**src/design/rgbhsl_pkg.sv**
```systemverilog
`default_nettype none
package rgbhsl_pkg;
  localparam int MaxValue = 255;
  localparam int QuoW = 8;
  localparam int NumW = 16;
  localparam int DenW = 9;

  typedef struct packed {
    logic        vld;
    logic        grey;
    logic [7:0]  light;
    logic [NumW-1:0] s_rem;
    logic [DenW-1:0] s_den;
    logic [QuoW-1:0] s_quo;
    logic        h_neg;
    logic [NumW-1:0] h_rem;
    logic [DenW-1:0] h_den;
    logic [QuoW-1:0] h_quo;
    logic [2:0]  sector;
  } cell_t;
endpackage
`default_nettype wire

```
**src/design/rgbhsl_cell.sv**
```systemverilog
`default_nettype none
module rgbhsl_cell (
  input  wire logic                clk,
  input  wire logic                en,
  input  wire logic [3:0]          bit_idx,
  input  wire rgbhsl_pkg::cell_t   d_in,
  output rgbhsl_pkg::cell_t        d_out
);
  import rgbhsl_pkg::*;

  logic [NumW-1:0] s_trial;
  logic [NumW-1:0] h_trial;
  logic s_ge;
  logic h_ge;
  cell_t nxt;

  // one restoring quotient bit per cell for both dividers
  always_comb begin
    s_trial = NumW'({d_in.s_den, 7'b0}) >> (4'd7 - bit_idx);
    h_trial = NumW'({d_in.h_den, 7'b0}) >> (4'd7 - bit_idx);
    s_ge = d_in.s_rem >= s_trial;
    h_ge = d_in.h_rem >= h_trial;
    nxt = d_in;
    if (s_ge) begin
      nxt.s_rem = d_in.s_rem - s_trial;
    end
    if (h_ge) begin
      nxt.h_rem = d_in.h_rem - h_trial;
    end
    nxt.s_quo = d_in.s_quo | (QuoW'(s_ge) << bit_idx[2:0]);
    nxt.h_quo = d_in.h_quo | (QuoW'(h_ge) << bit_idx[2:0]);
  end

  always_ff @(posedge clk) begin
    if (en) begin
      d_out <= nxt;
    end
  end
endmodule
`default_nettype wire

```
**src/design/rgb_to_hsl_8bit.sv**
```systemverilog
`default_nettype none
// rgb to hsl converter, 0..255 scale
// in_tdata carries red, green, blue as 16-bit signed values, each clamped to 0..255.
// out_tdata carries hue, saturation, lightness as 8-bit values.
// cfg_tdata writes the saturation midpoint (reset 128); write only while idle.
// one item per clock unless the output stalls. twelve register stages: one
// front stage, eight divider cells (one quotient bit each for hue and
// saturation), one hue stage, one hue wrap stage and the output register.
// the whole chain advances only when the output register is free or taken,
// so a stalled receiver stops every stage and holds the result; in_tready
// follows out_tready or an empty output.
// synchronous active-low reset clears all valid flags and sets the midpoint to 128.
module rgb_to_hsl_8bit (
  input  wire logic        clk,
  input  wire logic        rst_n,
  input  wire logic        in_tvalid,
  output logic             in_tready,
  input  wire logic [47:0] in_tdata,   // red_in, green_in, blue_in
  output logic             out_tvalid,
  input  wire logic        out_tready,
  output logic [23:0]      out_tdata,  // hue_out, sat_out, light_out
  input  wire logic        cfg_tvalid,
  output logic             cfg_tready,
  input  wire logic [7:0]  cfg_tdata
);
  import rgbhsl_pkg::*;

  logic [7:0] mid_r;
  logic       en;
  logic [7:0] r, g, b, hi, lo;
  logic [8:0] sum;
  logic [7:0] spr;
  cell_t      front_nxt, front_r;
  cell_t      chain [0:QuoW];
  logic       h_vld_r, w_vld_r, out_vld_r;
  logic [11:0] h_r;
  logic       h_grey_r, w_grey_r;
  logic [7:0] h_l_r, h_s_r, w_l_r, w_s_r;
  logic [11:0] h_nxt;
  logic [10:0] h_mag;
  logic [20:0] h_prod;
  logic [7:0] h_q;
  logic [7:0] hw_r;
  logic [7:0] hw_nxt;
  logic [23:0] out_r;

  function automatic logic [7:0] clamp(input logic [15:0] v);
    if (v[15]) begin
      return 8'd0;
    end else if (v[14:8] != 7'd0) begin
      return 8'd255;
    end
    return v[7:0];
  endfunction

  assign en = !out_vld_r || out_tready;
  assign in_tready = en;
  assign cfg_tready = 1'b1;

  always_comb begin
    r = clamp(in_tdata[15:0]);
    g = clamp(in_tdata[31:16]);
    b = clamp(in_tdata[47:32]);
    hi = b;
    lo = b;
    if (r > hi) hi = r;
    if (g > hi) hi = g;
    if (r < lo) lo = r;
    if (g < lo) lo = g;
    sum = {1'b0, hi} + {1'b0, lo};
    spr = hi - lo;
    front_nxt = '0;
    front_nxt.vld = in_tvalid;
    front_nxt.grey = (hi == lo);
    front_nxt.light = sum[8:1];
    front_nxt.s_rem = NumW'(spr) * NumW'(MaxValue);
    front_nxt.s_den = (sum[8:1] < mid_r) ? sum : DenW'(2 * MaxValue) - sum;
    front_nxt.h_den = {1'b0, spr};
    if (r == hi) begin
      front_nxt.sector = 3'd0;
      front_nxt.h_neg = g < b;
      front_nxt.h_rem = NumW'((g < b) ? b - g : g - b) * NumW'(MaxValue);
    end else if (g == hi) begin
      front_nxt.sector = 3'd2;
      front_nxt.h_neg = b < r;
      front_nxt.h_rem = NumW'((b < r) ? r - b : b - r) * NumW'(MaxValue);
    end else begin
      front_nxt.sector = 3'd4;
      front_nxt.h_neg = r < g;
      front_nxt.h_rem = NumW'((r < g) ? g - r : r - g) * NumW'(MaxValue);
    end
    if (front_nxt.grey) begin
      front_nxt.s_den = 9'd1;
      front_nxt.h_den = 9'd1;
      front_nxt.s_rem = '0;
      front_nxt.h_rem = '0;
    end
  end

  always_ff @(posedge clk) begin
    if (!rst_n) begin
      mid_r <= 8'd128;
    end else if (cfg_tvalid && cfg_tready) begin
      mid_r <= cfg_tdata;
    end
    if (!rst_n) begin
      front_r.vld <= 1'b0;
    end else if (en) begin
      front_r <= front_nxt;
    end
  end

  assign chain[0] = front_r;

  for (genvar i = 0; i < QuoW; i++) begin : g_cell
    cell_t c_out;
    cell_t c_fix;
    rgbhsl_cell u_cell (
      .clk(clk), .en(en), .bit_idx(4'(QuoW - 1 - i)),
      .d_in(chain[i]), .d_out(c_out)
    );
    logic v_r;
    always_ff @(posedge clk) begin
      if (!rst_n) begin
        v_r <= 1'b0;
      end else if (en) begin
        v_r <= chain[i].vld;
      end
    end
    always_comb begin
      c_fix = c_out;
      c_fix.vld = v_r;
    end
    assign chain[i+1] = c_fix;
  end

  // hue before /6: sector*255 +/- quotient, up to 1275
  always_comb begin
    h_nxt = 12'(chain[QuoW].sector) * 12'(MaxValue);
    if (chain[QuoW].h_neg) begin
      h_nxt = h_nxt - 12'(chain[QuoW].h_quo);
    end else begin
      h_nxt = h_nxt + 12'(chain[QuoW].h_quo);
    end
    // divide magnitude by 6 via *683 >> 12, exact below 2048
    h_mag = h_r[11] ? 11'(-h_r) : h_r[10:0];
    h_prod = 21'(h_mag) * 21'(683);
    h_q = h_prod[19:12];
    if (h_r[11] && h_q != 8'd0) begin
      hw_nxt = 8'(MaxValue) - h_q;
    end else begin
      hw_nxt = h_q;
    end
  end

  always_ff @(posedge clk) begin
    if (!rst_n) begin
      h_vld_r <= 1'b0;
      w_vld_r <= 1'b0;
      out_vld_r <= 1'b0;
    end else if (en) begin
      h_vld_r <= chain[QuoW].vld;
      w_vld_r <= h_vld_r;
      out_vld_r <= w_vld_r;
    end
    if (en) begin
      h_r <= h_nxt;
      h_grey_r <= chain[QuoW].grey;
      h_l_r <= chain[QuoW].light;
      h_s_r <= chain[QuoW].s_quo;
      hw_r <= hw_nxt;
      w_grey_r <= h_grey_r;
      w_l_r <= h_l_r;
      w_s_r <= h_s_r;
      out_r <= w_grey_r ? {w_l_r, 16'd0} : {w_l_r, w_s_r, hw_r};
    end
  end

  assign out_tvalid = out_vld_r;
  assign out_tdata = out_r;
endmodule
`default_nettype wire
```
**config.mk**
```make
export PLATFORM = sky130hd
export DESIGN_NAME = rgb_to_hsl_8bit
export DESIGN_NICKNAME = d
export VERILOG_FILES = /design/src/design/rgbhsl_pkg.sv /design/src/design/rgbhsl_cell.sv /design/src/design/rgb_to_hsl_8bit.sv
export SDC_FILE = /design/constraint.sdc
export NUM_CORES = 2
export LEC_CHECK = 0
export BUFFER_PORTS_ARGS = -buffer_cell sky130_fd_sc_hd__buf_2
export CORE_ASPECT_RATIO = 0.6
export CORE_UTILIZATION = 55
export DETAILED_ROUTE_END_ITERATION = 8
export PLACE_DENSITY = 0.74
export REMOVE_ABC_BUFFERS = 1
export SLEW_MARGIN = 25
export SYNTH_ARGS = -nofsm -noshare
export SYNTH_HDL_FRONTEND = slang
export SYNTH_SLANG_ARGS = --single-unit
```
**constraint.sdc**
```tcl
create_clock -name clk -period 57.1 [get_ports clk]
set_clock_uncertainty 0.05 [all_clocks]
set_input_delay 5.71 -clock clk [delete_from_list [all_inputs] [get_ports clk]]
set_output_delay 5.71 -clock clk [all_outputs]
set_load 0.005 [all_outputs]
```
=== Yosys cells after proc, flatten, opt, wreduce, memory -nomap -nowiden ===
Index checks and enable logic that the tools add are counted.

* Register bits: 729
* Latch bits: 0
* RAM bits: 0
* ROM bits: 0
* Output and inout port bits: 27
* Word-level logic and storage cells: 233
* Memories: 0

* Add/sub/neg operators: 27
* Multipliers: 6
* Div/mod/pow operators: 0
* Magnitude comparators: 24
* Equality and inequality tests: 3
* Shift-type cells: 0
* Multiplexer cells: 43
* Bitwise operators: 14
* Reduce and logical (&&, ||, !) cells: 8

{| class="wikitable"
|+ Operators by type and width
! cell !! count
|-
| $mux 16 || 17
|-
| $mux 8 || 14
|-
| $sub 8x8->9 || 6
|-
| $lt 8x8->1 || 6
|-
| $mul 16x8->16 const B || 3
|-
| $mux 17 || 2
|-
| $ge 16x10->1 || 2
|-
| $ge 16x11->1 || 2
|-
| $ge 16x12->1 || 2
|-
| $ge 16x13->1 || 2
|-
| $ge 16x14->1 || 2
|-
| $ge 16x15->1 || 2
|-
| $ge 16x16->1 || 2
|-
| $ge 16x9->1 || 2
|-
| $sub 16x10->16 || 2
|-
| $sub 16x11->16 || 2
|-
| $sub 16x12->16 || 2
|-
| $sub 16x13->16 || 2
|-
| $sub 16x14->16 || 2
|-
| $sub 16x15->16 || 2
|-
| $sub 16x16->16 || 2
|-
| $eq 8x8->1 || 3
|-
| $reduce_bool 7->1 || 3
|-
| $mul 11x10->20 const B || 1
|-
| 27 further kinds || 40
|}

=== Depth between registers and ports, before layout ===
* Depth in word-level cells: 11
* Gate-level depth with buffers: 52

=== Cells and area by module ===
From an unflattened synthesis, not the netlist that was laid out.

* Cell total of the unflattened synthesis: 6,261
* Area total of the unflattened synthesis: 63,639.8 um2

{| class="wikitable"
|+ Modules (own cells, without submodules)
! module !! times used !! cells an instance !! area each (um2)
|-
| rgbhsl_cell || 8 || 528 || 5,511.5
|-
| rgb_to_hsl_8bit || 1 || 2,037 || 19,547.5
|}

=== Worst setup path before layout ===
OpenSTA, ideal clock, no wires.

* Path type: input-to-output
* Start: in out_tready
* End: out in_tready
* Arrival time: 21,765 ps
* Required time: 51,340 ps
* Slack: 29,575 ps
* Cell stages on the path: 3
* Path buffers: 1
* Path through: nor2b_1 -> inv_1 -> clkbuf_1

* Longest elaborated chain between the ends: 1

{| class="wikitable"
|+ Ends and longest elaborated chain
! item !! line !! RTL
|-
| from (decl) || rgb_to_hsl_8bit.sv:20 || <nowiki>input wire logic out_tready,</nowiki>
|-
| $logic_or 1x1->1 || rgb_to_hsl_8bit.sv:56 || <nowiki>assign en = !out_vld_r || out_tready;</nowiki>
|-
| to (decl) || rgb_to_hsl_8bit.sv:17 || <nowiki>output logic in_tready,</nowiki>
|}

Every way passes these cells.

=== Worst setup path in the final report ===
* Start: in in_tdata[10]
* End: reg front_r, in the netlist chain[709], data pin

* Longest elaborated chain between the ends: 10

{| class="wikitable"
|+ Ends and longest elaborated chain
! item !! line !! RTL
|-
| from (decl) || rgb_to_hsl_8bit.sv:18 || <nowiki>input wire logic [47:0] in_tdata,</nowiki>
|-
| $reduce_bool 7->1 (*) || rgb_to_hsl_8bit.sv:50 || <nowiki>end else if (v[14:8] != 7'd0) begin</nowiki>
|-
| $mux 1 (*) || rgb_to_hsl_8bit.sv:50 ||
|-
| $mux 1 (*) || rgb_to_hsl_8bit.sv:48 || <nowiki>if (v[15]) begin</nowiki>
|-
| $mux 8 (*) || rgb_to_hsl_8bit.sv:53 || <nowiki>return v[7:0];</nowiki>
|-
| $gt 8x8->1 / $lt 8x8->1 (equally long branches) || rgb_to_hsl_8bit.sv:66, rgb_to_hsl_8bit.sv:68 ||
|-
| $mux 8, on equally long branches || rgb_to_hsl_8bit.sv:66, rgb_to_hsl_8bit.sv:68 ||
|-
| $gt 8x8->1 / $lt 8x8->1 (equally long branches) || rgb_to_hsl_8bit.sv:67, rgb_to_hsl_8bit.sv:69 ||
|-
| $mux 8, on equally long branches || rgb_to_hsl_8bit.sv:67, rgb_to_hsl_8bit.sv:69 ||
|-
| $sub 8x8->8 (*) || rgb_to_hsl_8bit.sv:71 || <nowiki>spr = hi - lo;</nowiki>
|-
| named net spr[6] || rgb_to_hsl_8bit.sv:32 || <nowiki>logic [7:0] spr;</nowiki>
|-
| $mul 8x8->16 (*) || rgb_to_hsl_8bit.sv:76 || <nowiki>front_nxt.s_rem = NumW'(spr) * NumW'(MaxValue);</nowiki>
|-
| to (signal assigned) || rgb_to_hsl_8bit.sv:109 || <nowiki>front_r <= front_nxt;</nowiki>
|-
| to (decl) || rgb_to_hsl_8bit.sv:33 || <nowiki>cell_t front_nxt, front_r;</nowiki>
|}

Mark *: on every way through the listed nets, which the timed path passes. The rest lies on a longest branch.
A chain may end at the register's enable or synchronous reset.

==> run_results.csv <==
group,metric,value,unit
layout,areaGrowthSynthToFinish,8.01,%
logic_synthesis,mappedNetlistArea,42000,um^2
sta,grt_setup_unrepaired,"false",
worst_hold_path,hold_class,"flip-flop to flip-flop",
sta,tightest_slew,1.07,ns
clock_network,cts.root.buffer_cell,"clkbuf_16",
logic_synthesis,synth-main-ff-cell,"edfxtp_1",
layout,drive_above_1_share,0.0653,
clock_network,cts_tree,"built",
clock_network,numCtsBuffers,56,
logic_synthesis,synth_edf_count,642,
layout,final_nets,4399,
grt,antenna_found_initial,3,
sta,slew_viol_final,0,
sta,setup_tns,0,ns
routing,drtIter0Drc,2121,
sta,max_slew_margin,0.284,
layout,n_antenna_cell,0,
routing,post_drt_wl_per_cell,16.6,um
logic_synthesis,synth_top_area_share,0.459,
clock_network,htreeDepth,2,
routing,dr.pass1.iters,5,
clock_network,clk_latency,0.62,ns
setup_path,cp_common_cell,"nor2_1",
logic_synthesis,synthTopCellsByCount,"edfxtp_1, inv_1, ha_1",
run,maxCapViolCount,0,
logic_synthesis,synth_top_area_cell,"edfxtp_1",
logic_synthesis,synth_warnings,0,
sta,hold_slack,0.352,ns
floorplan,die_h,216,um
setup_path,crit_buf_inv,7,
clock_network,clk_path_buf_depth,3,
logic_synthesis,yosysUniqueCellTypes,96,
setup_path,cp_top_family,"compound AO/OA/AOI/OAI gates",
routing,wirelength,79.7,mm
routing,ant_nets,0,
clock_network,hold_buffers,0,
logic_synthesis,synth-async-reset-ratio,0,
setup_path,arrival,17.20,ns
logic_synthesis,yosys-top-cells-area,"edfxtp_1, ha_1, fa_1",
floorplan,fp.dieArea,77500,um^2
clock_network,post-cts-setup-buffers,0,
sta,maxClockFrequency,0.0592,GHz
clock_network,ctsResizeCount,0,
placement,hpwl,61.1,mm
setup_path,cp_slowest_cell,"a21oi_2",
placement,io_buffers,86,
grt,grt_overflow,0,
layout,fillers,5982,
grt,grt_pass1_vias,25100,
logic_synthesis,yosysMostFrequentCell,"edfxtp_1",
grt,grt_first_pass_wirelength,130,mm
setup_path,cp.required,57.39,ns
setup_path,path_class,"input port to flip-flop",
clock_network,clock_sinks,662,
floorplan,die_width,359,um
logic_synthesis,avgSynthCellArea,11.5,um^2
clock_network,clk_pin_slew,0.07,ns
setup_path,crit_path_end_kind,"flip-flop",
logic_synthesis,synth_seq_cells,662,
placement,gp_congestion,0.911,
sta,fin_crit,16.90,ns
grt,grt_max_degree,189,
floorplan,rows,78,
logic_synthesis,yosysSeqAreaShare,0.469,
floorplan,ios,88,
grt,track_usage,0.208,
setup_path,cp_max_fo,20,
floorplan,start_util,0.556,
setup_path,slowest_delay,0.67,ns
routing,drcViolationCount,0,
sta,finalSetupViolCount,0,
logic_synthesis,syn_inst,3662,
run_status,status,"finished clean",
routing,vias_per_cell,5.43,
routing,via_count,26000,
setup_path,cp-start-kind,"input port",
sta,min_period_over_period,0.296,
floorplan,core_area,75500,um^2
sta,hold_viol_final,0,
flip-flops by register name, summed over array words and instances, names as in the netlist, 12 cells and up:
| register | flops |
|---|---|
| g_cell.u_cell.d_out | 504 |
| chain | 61 |
| out_tdata | 24 |
| h_r | 12 |
worst reg2reg max path, delay by kind of cell, from the launching register on:
kind / cells / cell delay, ns
fa+ha+maj: 7 / 2.59
compound gates: 7 / 1.91
simple gates: 6 / 1.70
xor+xnor: 2 / 0.60
flops: 1 / 0.50
buf+inv: 1 / 0.10
metrics by stage:
step / std cells / worst slack, ns / area [um^2] / util
after floorplan: 3587 / 34.13 / 41700 / -
after global placement: 4696 / 40.02 / 43600 / 0.577
after detailed placement: 4697 / 39.78 / 43600 / 0.577
after CTS: 4799 / 40.41 / 45400 / 0.600
after global routing: 4799 / 39.42 / 45400 / 0.600
final: 4799 / 40.20 / 45400 / 0.600
worst paths after layout:
path	start	to	slack (ns)	cells after the start
max	in_tdata[10]	chain[709]	40.20	48
min	g_cell[5].u_cell.d_out[43]	g_cell[6].u_cell.d_out[43]	0.35	0
max reg2reg	h_r[0]	hw_r[2]	49.40	23
min reg2reg	g_cell[5].u_cell.d_out[43]	g_cell[6].u_cell.d_out[43]	0.35	0
cell families after synthesis:
kind of cell / share of synthesized area
flip-flops: 0.469
multiplexers: 0.0209
other: 0.0000893
adder cells (fa/ha/maj): 0.208
XOR/XNOR: 0.0502
buffers and inverters: 0.0546
AO/OA/AOI/OAI: 0.102
AND/OR/NAND/NOR: 0.0949
layer usage:
metal	share of wire	wire (um)	GRT usage	vias up
met5	0.00029	23	0	-
met1	0.52	41200	0.334	12300
met3	0.059	4740	0.0331	83
li1	-	-	-	13000
met2	0.41	32700	0.298	661
met4	0.013	1080	0.0363	4
cell usage in the layout (no fill, tap or decap), drive strengths merged, types with 7 or more instances in the layout:
cell / n
edfxtp: 642
inv: 520
ha: 398
nor2: 288
a21oi: 222
fa: 185
nand2: 165
xnor2: 156
o21ai: 156
buf: 109
a21o: 90
xor2: 82
nor2b: 75
clkbuf: 70
mux2i: 61
nand2b: 55
nor3: 50
a21boi: 39
nor4: 37
nand3: 28
clkinv: 25
o31ai: 24
mux2: 23
o21bai: 20
a211oi: 20
dfxtp: 20
nand4: 17
o21a: 15
or3: 15
and2: 15
or4: 14
a31oi: 13
o211ai: 13
and3: 11
a211o: 7
o22ai: 7
final cells by class:
type / count / area (um^2) / area share
Tap cell: 1000 / 1250 / 0.0276
Clock buffer: 70 / 1450 / 0.0321
Multi-Input combinational cell: 2406 / 20000 / 0.442
Inverter: 519 / 1960 / 0.0433
Timing Repair Buffer: 110 / 638 / 0.0141
Sequential cell: 662 / 19700 / 0.434
Clock inverter: 32 / 323 / 0.00712
Power is left out: the tool's default activity adds up to more than one toggle a clock period on the data nets, which glitch-free logic cannot reach.
